`src/pse_pkg.sv`:
```
// ----------------------------------------------------------------------------
// Postfix stack evaluator package
// Shared constants, status codes, state encoding and control structures.
// ----------------------------------------------------------------------------
package pse_pkg;

  localparam int STACK_DEPTH_DEF = 16;

  localparam int SYM_W   = 8;
  localparam int VALUE_W = 32;
  localparam int STAT_W  = 2;
  localparam int OUT_W   = 40;

  localparam logic [SYM_W-1:0] SYM_ADD  = 8'h2B;
  localparam logic [SYM_W-1:0] SYM_SUB  = 8'h2D;
  localparam logic [SYM_W-1:0] SYM_MUL  = 8'h2A;
  localparam logic [SYM_W-1:0] SYM_DIV  = 8'h2F;
  localparam logic [SYM_W-1:0] SYM_ZERO = 8'h30;

  typedef enum logic [STAT_W-1:0] {
    ST_OK      = 2'd0,
    ST_UNDER   = 2'd1,
    ST_OVER    = 2'd2,
    ST_DIVZERO = 2'd3
  } status_t;

  typedef enum logic [2:0] {
    S_IDLE,
    S_DECODE,
    S_EXEC,
    S_DIV,
    S_WRITE,
    S_FINISH
  } state_t;

  typedef struct packed {
    logic    capture;
    logic    push;
    logic    mem_rd;
    logic    exec_load;
    logic    div_start;
    logic    div_load;
    logic    pop_write;
    logic    emit;
    logic    err_note;
    status_t err_code;
  } cmd_t;

  typedef struct packed {
    logic is_op;
    logic is_div;
    logic lt2;
    logic full;
    logic rhs_zero;
    logic div_done;
    logic is_last;
    logic out_busy;
  } stat_t;

endpackage

```
`src/pse_div.sv`:
```
// ----------------------------------------------------------------------------
// Postfix stack evaluator divider
// Signed 32-bit division truncating toward zero, one quotient bit per cycle.
// ----------------------------------------------------------------------------
module pse_div (
  input  logic                           clk,
  input  logic                           rst,
  input  logic                           start,
  input  logic [pse_pkg::VALUE_W-1:0]    dividend,
  input  logic [pse_pkg::VALUE_W-1:0]    divisor,
  output logic                           done,
  output logic [pse_pkg::VALUE_W-1:0]    quotient
);

  localparam int W  = pse_pkg::VALUE_W;
  localparam int CW = $clog2(W);

  logic          busy;
  logic [CW-1:0] cnt;
  logic [W-1:0]  rem;
  logic [W-1:0]  quo;
  logic [W-1:0]  dvs;
  logic          neg;
  logic [W:0]    shifted;
  logic [W:0]    diff;
  logic [W-1:0]  mag_a;
  logic [W-1:0]  mag_b;

  assign mag_a   = dividend[W-1] ? (W'(0) - dividend) : dividend;
  assign mag_b   = divisor[W-1] ? (W'(0) - divisor) : divisor;
  assign shifted = {rem, quo[W-1]};
  assign diff    = shifted - {1'b0, dvs};

  always_ff @(posedge clk) begin
    if (rst) begin
      busy <= 1'b0;
      done <= 1'b0;
    end else begin
      done <= 1'b0;
      if (start) begin
        busy <= 1'b1;
      end else if (busy && cnt == '0) begin
        busy <= 1'b0;
        done <= 1'b1;
      end
    end
  end

  always_ff @(posedge clk) begin
    if (start) begin
      cnt <= CW'(W - 1);
      rem <= '0;
      quo <= mag_a;
      dvs <= mag_b;
      neg <= dividend[W-1] ^ divisor[W-1];
    end else if (busy) begin
      cnt <= cnt - CW'(1);
      if (!diff[W]) begin
        rem <= diff[W-1:0];
        quo <= {quo[W-2:0], 1'b1};
      end else begin
        rem <= shifted[W-1:0];
        quo <= {quo[W-2:0], 1'b0};
      end
    end
  end

  assign quotient = neg ? (W'(0) - quo) : quo;

endmodule

```
`src/pse_datapath.sv`:
```
// ----------------------------------------------------------------------------
// Postfix stack evaluator datapath
// Value stack memory, top-of-stack register, arithmetic and result register.
// ----------------------------------------------------------------------------
module pse_datapath #(
  parameter int STACK_DEPTH = pse_pkg::STACK_DEPTH_DEF
) (
  input  logic                          clk,
  input  logic                          rst,
  input  pse_pkg::cmd_t                 cmd,
  output pse_pkg::stat_t                stat,
  input  logic [pse_pkg::SYM_W-1:0]     in_symbol,
  input  logic                          in_last,
  input  logic                          out_ready,
  output logic                          out_valid,
  output logic [pse_pkg::OUT_W-1:0]     out_data
);

  localparam int W  = pse_pkg::VALUE_W;
  localparam int CW = $clog2(STACK_DEPTH + 1);
  localparam int AW = (STACK_DEPTH > 1) ? $clog2(STACK_DEPTH) : 1;

  logic [W-1:0]                 mem [STACK_DEPTH];
  logic [W-1:0]                 rd_data;
  logic [CW-1:0]                count;
  logic [W-1:0]                 tos;
  logic [W-1:0]                 res;
  logic [pse_pkg::SYM_W-1:0]    sym;
  logic                         last;
  pse_pkg::status_t             err;
  logic [W-1:0]                 out_value;
  pse_pkg::status_t             out_status;
  logic [W-1:0]                 push_val;
  logic [W-1:0]                 alu;
  logic [CW-1:0]                below;
  logic [AW-1:0]                wr_addr;
  logic [W-1:0]                 wr_data;
  logic                         wr_en;
  logic                         div_done;
  logic [W-1:0]                 quotient;

  assign push_val = {{(W - pse_pkg::SYM_W){1'b0}}, sym} - W'(pse_pkg::SYM_ZERO);
  assign below    = count - CW'(2);

  always_comb begin
    case (sym)
      pse_pkg::SYM_ADD: alu = rd_data + tos;
      pse_pkg::SYM_SUB: alu = rd_data - tos;
      pse_pkg::SYM_MUL: alu = rd_data * tos;
      default:          alu = '0;
    endcase
  end

  always_comb begin
    wr_en   = cmd.push || cmd.pop_write;
    wr_addr = cmd.push ? count[AW-1:0] : below[AW-1:0];
    wr_data = cmd.push ? push_val : res;
  end

  always_ff @(posedge clk) begin
    if (wr_en) begin
      mem[wr_addr] <= wr_data;
    end
    if (cmd.mem_rd) begin
      rd_data <= mem[below[AW-1:0]];
    end
  end

  pse_div u_div (
    .clk      (clk),
    .rst      (rst),
    .start    (cmd.div_start),
    .dividend (rd_data),
    .divisor  (tos),
    .done     (div_done),
    .quotient (quotient)
  );

  always_ff @(posedge clk) begin
    if (cmd.capture) begin
      sym  <= in_symbol;
      last <= in_last;
    end
    if (cmd.exec_load) begin
      res <= alu;
    end else if (cmd.div_load) begin
      res <= quotient;
    end
    if (cmd.push) begin
      tos <= push_val;
    end else if (cmd.pop_write) begin
      tos <= res;
    end
    if (cmd.emit) begin
      out_value  <= (count != '0) ? tos : '0;
      out_status <= err;
    end
  end

  always_ff @(posedge clk) begin
    if (rst) begin
      count     <= '0;
      err       <= pse_pkg::ST_OK;
      out_valid <= 1'b0;
    end else begin
      if (cmd.emit) begin
        count <= '0;
        err   <= pse_pkg::ST_OK;
      end else begin
        if (cmd.push) begin
          count <= count + CW'(1);
        end else if (cmd.pop_write) begin
          count <= count - CW'(1);
        end
        if (cmd.err_note && err == pse_pkg::ST_OK) begin
          err <= cmd.err_code;
        end
      end
      if (cmd.emit) begin
        out_valid <= 1'b1;
      end else if (out_ready) begin
        out_valid <= 1'b0;
      end
    end
  end

  always_comb begin
    stat.is_op    = (sym == pse_pkg::SYM_ADD) || (sym == pse_pkg::SYM_SUB) ||
                    (sym == pse_pkg::SYM_MUL) || (sym == pse_pkg::SYM_DIV);
    stat.is_div   = (sym == pse_pkg::SYM_DIV);
    stat.lt2      = (count < CW'(2));
    stat.full     = (count == CW'(STACK_DEPTH));
    stat.rhs_zero = (tos == '0);
    stat.div_done = div_done;
    stat.is_last  = last;
    stat.out_busy = out_valid && !out_ready;
  end

  assign out_data = {{(pse_pkg::OUT_W - W - pse_pkg::STAT_W){1'b0}}, out_status, out_value};

  a_count_bound: assert property (@(posedge clk) disable iff (rst)
    count <= CW'(STACK_DEPTH))
    else $error("Stack count exceeds the stack depth.");

  a_emit_clears: assert property (@(posedge clk) disable iff (rst)
    cmd.emit |=> (out_valid && count == '0 && err == pse_pkg::ST_OK))
    else $error("Result not presented or stack not emptied after the last item.");

  a_div_nonzero: assert property (@(posedge clk) disable iff (rst)
    cmd.div_start |-> (!stat.rhs_zero && !stat.lt2))
    else $error("Division started with a zero divisor or too few operands.");

endmodule

```
`src/pse_ctrl.sv`:
```
// ----------------------------------------------------------------------------
// Postfix stack evaluator controller
// Sequences decode, stack read, arithmetic, write-back and result hand-off.
// ----------------------------------------------------------------------------
module pse_ctrl (
  input  logic            clk,
  input  logic            rst,
  input  logic            in_valid,
  output logic            in_ready,
  input  pse_pkg::stat_t  stat,
  output pse_pkg::cmd_t   cmd
);

  pse_pkg::state_t state;
  pse_pkg::state_t state_next;

  always_ff @(posedge clk) begin
    if (rst) begin
      state <= pse_pkg::S_IDLE;
    end else begin
      state <= state_next;
    end
  end

  always_comb begin
    state_next = state;
    cmd        = '0;
    in_ready   = 1'b0;
    case (state)
      pse_pkg::S_IDLE: begin
        in_ready    = 1'b1;
        cmd.capture = in_valid;
        if (in_valid) begin
          state_next = pse_pkg::S_DECODE;
        end
      end
      pse_pkg::S_DECODE: begin
        if (!stat.is_op) begin
          if (stat.full) begin
            cmd.err_note = 1'b1;
            cmd.err_code = pse_pkg::ST_OVER;
          end else begin
            cmd.push = 1'b1;
          end
          state_next = pse_pkg::S_FINISH;
        end else if (stat.lt2) begin
          cmd.err_note = 1'b1;
          cmd.err_code = pse_pkg::ST_UNDER;
          state_next   = pse_pkg::S_FINISH;
        end else begin
          cmd.mem_rd = 1'b1;
          state_next = pse_pkg::S_EXEC;
        end
      end
      pse_pkg::S_EXEC: begin
        if (!stat.is_div) begin
          cmd.exec_load = 1'b1;
          state_next    = pse_pkg::S_WRITE;
        end else if (stat.rhs_zero) begin
          cmd.err_note = 1'b1;
          cmd.err_code = pse_pkg::ST_DIVZERO;
          state_next   = pse_pkg::S_FINISH;
        end else begin
          cmd.div_start = 1'b1;
          state_next    = pse_pkg::S_DIV;
        end
      end
      pse_pkg::S_DIV: begin
        if (stat.div_done) begin
          cmd.div_load = 1'b1;
          state_next   = pse_pkg::S_WRITE;
        end
      end
      pse_pkg::S_WRITE: begin
        cmd.pop_write = 1'b1;
        state_next    = pse_pkg::S_FINISH;
      end
      pse_pkg::S_FINISH: begin
        if (!stat.is_last) begin
          state_next = pse_pkg::S_IDLE;
        end else if (!stat.out_busy) begin
          cmd.emit   = 1'b1;
          state_next = pse_pkg::S_IDLE;
        end
      end
      default: begin
        state_next = pse_pkg::S_IDLE;
      end
    endcase
  end

endmodule

```
`src/postfix_stack_evaluator_core.sv`:
```
// A push passes decode and finish before the next ready; + - * also pass exec
// and write, and a division waits in div on the one-bit-per-cycle divider
// (32 steps). An item marked last does not wait in finish when the output
// register is free; finish registers its result after the stack update.
// Synchronous active-high reset empties the stack, clears the sticky status
// and drops the output valid; the stack memory itself is not cleared.
// ----------------------------------------------------------------------------
// Postfix stack evaluator core
// Evaluates postfix expressions one character per item with a value stack.
// ----------------------------------------------------------------------------
module postfix_stack_evaluator_core #(
  parameter int STACK_DEPTH = pse_pkg::STACK_DEPTH_DEF
) (
  input  logic                       clk,
  input  logic                       rst,
  input  logic                       s_axis_tvalid,
  output logic                       s_axis_tready,
  input  logic [7:0]                 s_axis_tdata,   // symbol[7:0]
  input  logic                       s_axis_tlast,
  output logic                       m_axis_tvalid,
  input  logic                       m_axis_tready,
  output logic [pse_pkg::OUT_W-1:0]  m_axis_tdata    // value[31:0], status[33:32]
);

  pse_pkg::cmd_t  cmd;
  pse_pkg::stat_t stat;

  pse_ctrl u_ctrl (
    .clk      (clk),
    .rst      (rst),
    .in_valid (s_axis_tvalid),
    .in_ready (s_axis_tready),
    .stat     (stat),
    .cmd      (cmd)
  );

  pse_datapath #(
    .STACK_DEPTH (STACK_DEPTH)
  ) u_datapath (
    .clk       (clk),
    .rst       (rst),
    .cmd       (cmd),
    .stat      (stat),
    .in_symbol (s_axis_tdata),
    .in_last   (s_axis_tlast),
    .out_ready (m_axis_tready),
    .out_valid (m_axis_tvalid),
    .out_data  (m_axis_tdata)
  );

endmodule
```
`config.mk`:
```
export PLATFORM = sky130hd
export DESIGN_NAME = postfix_stack_evaluator_core
export DESIGN_NICKNAME = d
export VERILOG_FILES = /design/src/pse_pkg.sv /design/src/pse_div.sv /design/src/pse_datapath.sv /design/src/pse_ctrl.sv /design/src/postfix_stack_evaluator_core.sv
export SDC_FILE = /design/constraint.sdc
export NUM_CORES = 2
export LEC_CHECK = 0
export ABC_AREA = 1
export BUFFER_PORTS_ARGS = -buffer_cell sky130_fd_sc_hd__buf_2
export CAP_MARGIN = 20
export CORE_ASPECT_RATIO = 0.75
export CORE_MARGIN = 2
export CORE_UTILIZATION = 55
export CTS_CLUSTER_SIZE = 24
export DETAILED_ROUTE_END_ITERATION = 10
export GPL_TIMING_DRIVEN = 1
export PLACE_DENSITY_LB_ADDON = 0.3
export SETUP_SLACK_MARGIN = 0.15
export SLEW_MARGIN = 20
export SYNTH_ARGS = -nofsm -noshare
export SYNTH_HDL_FRONTEND = slang
export SYNTH_SLANG_ARGS = --single-unit
export TNS_END_PERCENT = 100
```
`constraint.sdc`:
```
create_clock -name clk -period 21.5 [get_ports clk]
set_input_delay 4.3 -clock clk [delete_from_list [all_inputs] [get_ports clk]]
set_output_delay 4.3 -clock clk [all_outputs]
set_load 0.02 [all_outputs]
```
# Word level (Yosys, flattened, before mapping)
# Memory sizes are Yosys's and may differ from the RTL's. A register that Yosys moved wholly into a read port is not among the register bits.
# Index checks and enable logic that the tools add are counted.
# op_classes
n_addsub	11
mul	1
order_cmp	1
n_eq_ne	13
mux	55
bitwise_logic	1
reduce_logical	21
# op_table
operator	count
$mux W32	10
$pmux W32 S3	1
$sub A1 B32 Y32 const A	3
$mux W3	13
$sub A33 B32 Y33	1
$add A32 B32 Y32	1
$eq A8 B6 Y1 const B	4
$logic_not A32 Y1	1
$mul A32 B32 Y32	1
$sub A32 B32 Y32	1
$mux W31	1
$mux W1	23
$pmux W3 S6	1
$mux W5	2
$reduce_bool A2 Y1	5
$sub A5 B1 Y5 const B	2
$sub A8 B6 Y9 const B	1
$eq A3 B2 Y1 const B	2
$eq A3 B3 Y1 const B	2
$pmux W3 S2	1
$add A5 B1 Y5 const B	1
$eq A5 B5 Y1 const B	1
$logic_not A5 Y1	1
$lt A5 B2 Y1 const B	1
other kinds (16)	23
# totals
regBits	222
mem_bits_rw	512
mem_count	1
# memory_table
name	words	word_bits	rd	rd_clocked_by_memory_dff	write_ports	line	text
u_datapath.mem	16	32	1	1	1	pse_datapath.sv:23	logic [W-1:0] mem [STACK_DEPTH];

# Logic depth before layout (Yosys ltp)
# logic_depth
depth_word	9
depth_mapped	36
depth_no_buf	34

# Cells and area by module
# Synthesis repeated with hierarchy kept, for this count alone.
# hier_totals
cells_unflattened	6274
area_unflattened_um2	54981.5
# modules_own_cells
module	n_inst	cells_per_inst	area_per_inst_um2	seq_area_each_um2
pse_datapath	1	4748	45359.8	19708.9
pse_div	1	1463	9248.9	2732.6
pse_ctrl	1	63	372.9	60.1

# Worst setup path before layout
# No wires, ideal clock.
# synth_path
kind	reg-to-reg
start	register u_datapath.tos[5]
end	register u_datapath.res[26], data pin
arrival_time_ns	6.724
required_ns	21.247
slack_ns	14.524
path_stages_with_launch	32
period_less_slack_ns	6.976
path_cell_list	edfxtp_1 clkbuf_1 clkbuf_1 buf_1 nand2_1 inv_1 fa_1 fa_1 fa_1 inv_1 fa_1 inv_1 fa_1 inv_1 fa_1 inv_1 fa_1 fa_1 ha_1 nand2_1 nor2_1 nor3b_1 nand4_1 nand3_1 a21o_1 nand2_1 nand2_1 a21oi_1 o21ai_0 nand2_1 nand2_1 nand2_1
# synth_between
elab_chain_cells	3
elab_cells_between_ends	5
cone_classes	2 x add/sub; 1 x mul; 2 x mux
# synth_rtl
item	line	text
start: declaration	pse_datapath.sv:26	logic [W-1:0] tos;
start signal: assignment	pse_datapath.sv:90	tos <= push_val;
start signal: assignment	pse_datapath.sv:92	tos <= res;
$mul A32 B32 Y32 (tied with other cells)	pse_datapath.sv:49	pse_pkg::SYM_MUL: alu = rd_data * tos;
$pmux W32 S3 (*)	pse_datapath.sv:46	case (sym)
$mux W32 (*)	pse_datapath.sv:84	if (cmd.exec_load) begin
end signal: assignment	pse_datapath.sv:85	res <= alu;
end signal: assignment	pse_datapath.sv:87	res <= quotient;
end: declaration	pse_datapath.sv:27	logic [W-1:0] res;
# Every way passes the cells marked *; elsewhere a longest branch is shown, timed or not.
# A chain may end at the register's enable or synchronous reset.

# Worst setup path in the final report
# layout_path
start	register u_datapath.tos[15]
end	register u_datapath.res[29], data pin
# Same word-level chain as after synthesis.

==> out/metrics.yaml <==
cts:
  clkTransAtPathRegs_ns: 0.07
  post-cts-setup-buffer-count: 0
  cts_resized: 0
  ctsHoldBuffers: 0
  cts.sinks: 766
  cts_root_buf: "clkbuf_16"
  clockBufferDepth: 3
  clkLatencyLatePin_ns: 0.65
  cts_tree: "yes"
  numCtsBuffers: 77
  htree_levels: 3
setup_path:
  startpoint_type: "flip-flop"
  cp_slowest_cell: "edfxtp_1"
  cp.arrival_ns: 8.16
  critical_path_class: "flip-flop to flip-flop"
  crit_path_end_kind: "flip-flop"
  cp_data_required_time_ns: 21.88
  critical_path.cell_chain: "nand2_1 > fa_1 > inv_1 > fa_1 > inv_1 > fa_1 > fa_1 > inv_1 > fa_1 > fa_1 > fa_1 > fa_1 > ha_1 > nand2_1 > nor2_1 > nand2_1 > nor4_1 > nand2_1 > o211ai_1 > xor2_1 > o22ai_1 > nand2_1 > o21ai_0"
  path_common_cell: "fa_1"
  cp_max_fo: 23
  max_stage_delay_ns: 1.09
floorplanning:
  io_pins: 55
  die_h_um: 274
  start_util_pct: 55.3
  rows: 99
  die_area_sq_mm: 0.100
  die_w_um: 365
  core_area_sq_mm: 0.0970
final_layout:
  area_delta_synth_final_pct: 7.53
  drive_above_1_share_pct: 6.37
  fin_util_pct: 59.5
  nets: 6449
detailed_routing:
  drc: 0
  drtAntennaViolNets: 0
  viasPerCell: 5.83
  drt_iter0_markers: 5666
  wirelength_mm: 163
  via_count: 41900
  avgRoutedWirePerCell_um: 22.7
  dr.pass1.iters: 8
sta:
  worstMarginPinSlew_ns: 1.12
  finalClockSkew_ns: 0.0254
  slew_violations: 0
  rsz0062_at_grt: "no"
  hold_viol: 0
  slew_headroom_pct: 25.1
  max_freq_mhz: 129
  finalSetupViolations: 0
  fin_crit_sh_pct: 36.1
  period_minus_slack_ns: 7.77
  tns_ns: 0
  fin_ws_ns: 13.73
run:
  drv_cap: 0
synth:
  yosysWarnings: 0
  seq_area_frac_synth_pct: 41.9
  async_flop_share_pct: 0
  synth_edf_count: 716
  synthCells: 5904
  synth.distinct_cells: 66
  syn_avg_cell_area_sq_um: 9.09
  ys.flop_type: "edfxtp_1"
  synth_seq_cells: 766
  netlist_area_sq_mm: 0.0536
place:
  hpwl_mm: 115
  pre_cts_ws_ns: 13.93
  gp_congestion: 1.03
  port_buffers: 48
grt:
  grt-ovfl-total: 0
  grtUsageTotal_pct: 33.1
  antenna_found_initial: 1
  grt_pass1_wl_mm: 249
  grt_max_degree: 226
  grt_pass1_vias: 40500
status:
  outcome: "completed"
worst_hold_path:
  hold_class: "flip-flop to flip-flop"
==> placed cells by master, fill, tap and decap left out, types with 40 or more instances in the layout <==
master,n
nor2_1,447
inv_1,1020
dfxtp_1,48
xor2_1,68
clkbuf_16,77
ha_1,201
nand2_1,1310
o21ai_0,466
nand4_1,42
nand3_1,180
fa_1,411
edfxtp_1,716
buf_2,48
buf_4,98
o221ai_1,94
o211ai_1,40
a21oi_1,154
==> worst max-delay path: cells and delay by family, from the launching register on <==
| kind | cells | cell delay, ns |
|---|---|---|
| AO/OA/AOI/OAI | 3 | 0.40 |
| XOR/XNOR | 1 | 0.30 |
| adder cells (fa/ha/maj) | 9 | 4.46 |
| buffers and inverters | 3 | 0.18 |
| flip-flops | 1 | 1.09 |
| AND/OR/NAND/NOR | 7 | 1.06 |
==> synthesized netlist by cell type (all sizes together), types with 26 or more instances <==
master	instances	area, sq um
a21oi	154	771
a31oi	30	188
buf	95	482
clkbuf	219	822
dfxtp	50	1000
edfxtp	716	21500
fa	411	8230
ha	201	2510
inv	1028	3860
nand2	1324	5000
nand3	184	956
nand4	43	284
nor2	476	1840
nor3	45	268
nor4	26	163
o211ai	40	300
o21ai	492	2480
o221ai	94	823
o22ai	39	244
or2	27	169
xnor2	34	298
xor2	69	612
==> final timing paths <==
path,from,slack [ns],to,cells after the start
worst min register to register,u_datapath.err[0]$_SDFFE_PP0P_,0.44,u_datapath.out_status[0]$_DFFE_PP_,0
worst min-delay path,u_datapath.err[0]$_SDFFE_PP0P_,0.44,u_datapath.out_status[0]$_DFFE_PP_,0
worst max register to register,u_datapath.tos[15]$_DFFE_PP_,13.73,u_datapath.res[29]$_DFFE_PP_,23
worst max-delay path,u_datapath.tos[15]$_DFFE_PP_,13.73,u_datapath.res[29]$_DFFE_PP_,23
==> cell families after synthesis <==
| logic type | synth area share [%] |
|---|---|
| other | 0.00699 |
| xor gates and xnor gates | 1.70 |
| DFF | 41.9 |
| muxes | 0.0210 |
| AOI/OAI and AO/OA | 10.2 |
| adders and majority gates | 20.0 |
| and+or+nand+nor | 16.5 |
| buffers and inverters | 9.66 |
==> area by class of cell <==
| type | instances | area (sq um) |
|---|---|---|
| well taps | 1313 | 1640 |
| clock inverters | 49 | 439 |
| clock buffers | 90 | 1990 |
| multi-input cells | 3797 | 26200 |
| fillers | 8230 | 39300 |
| flip-flops and latches | 766 | 22500 |
| inverters | 1032 | 3890 |
| diodes | 2 | 5.00 |
| repair buffers | 150 | 1050 |
==> metal layers <==
layer,up-vias,global-route usage (%),wire length [um]
met5,-,0,0
met4,0,9.80,5380
met3,285,7.53,19100
met2,2279,47.2,68200
met1,20400,50.3,70600
li1,19000,-,-
==> state kept, by name (all words and copies together) (netlist names), 2 cells and up <==
| signal | cells |
|---|---|
| u_datapath.u_div.dvs | 32 |
| u_datapath.u_div.cnt | 5 |
| u_datapath.mem | 512 |
| u_ctrl.state | 3 |
| u_datapath.count | 5 |
| u_datapath.u_div.rem | 32 |
| u_datapath.err | 2 |
| u_datapath.tos | 32 |
| u_datapath.u_div.quo | 32 |
| u_datapath.rd_data | 32 |
| u_datapath.out_value | 32 |
| u_datapath.res | 32 |
| u_datapath.out_status | 2 |
| u_datapath.sym | 8 |
==> per-stage QoR <==
stage	std cells	hold slack (ns)	instance area, sq um
2_1_floorplan	5909	0.408	53700
3_3_place_gp	7054	0.420	55200
3_5_place_dp	7055	0.422	55200
4_1_cts	7194	0.428	57600
5_1_grt	7197	0.443	57700
6_report	7199	0.436	57700
Power is not shown: default switching activity piles up to over one toggle a cycle in this logic, so the estimate is an artifact.
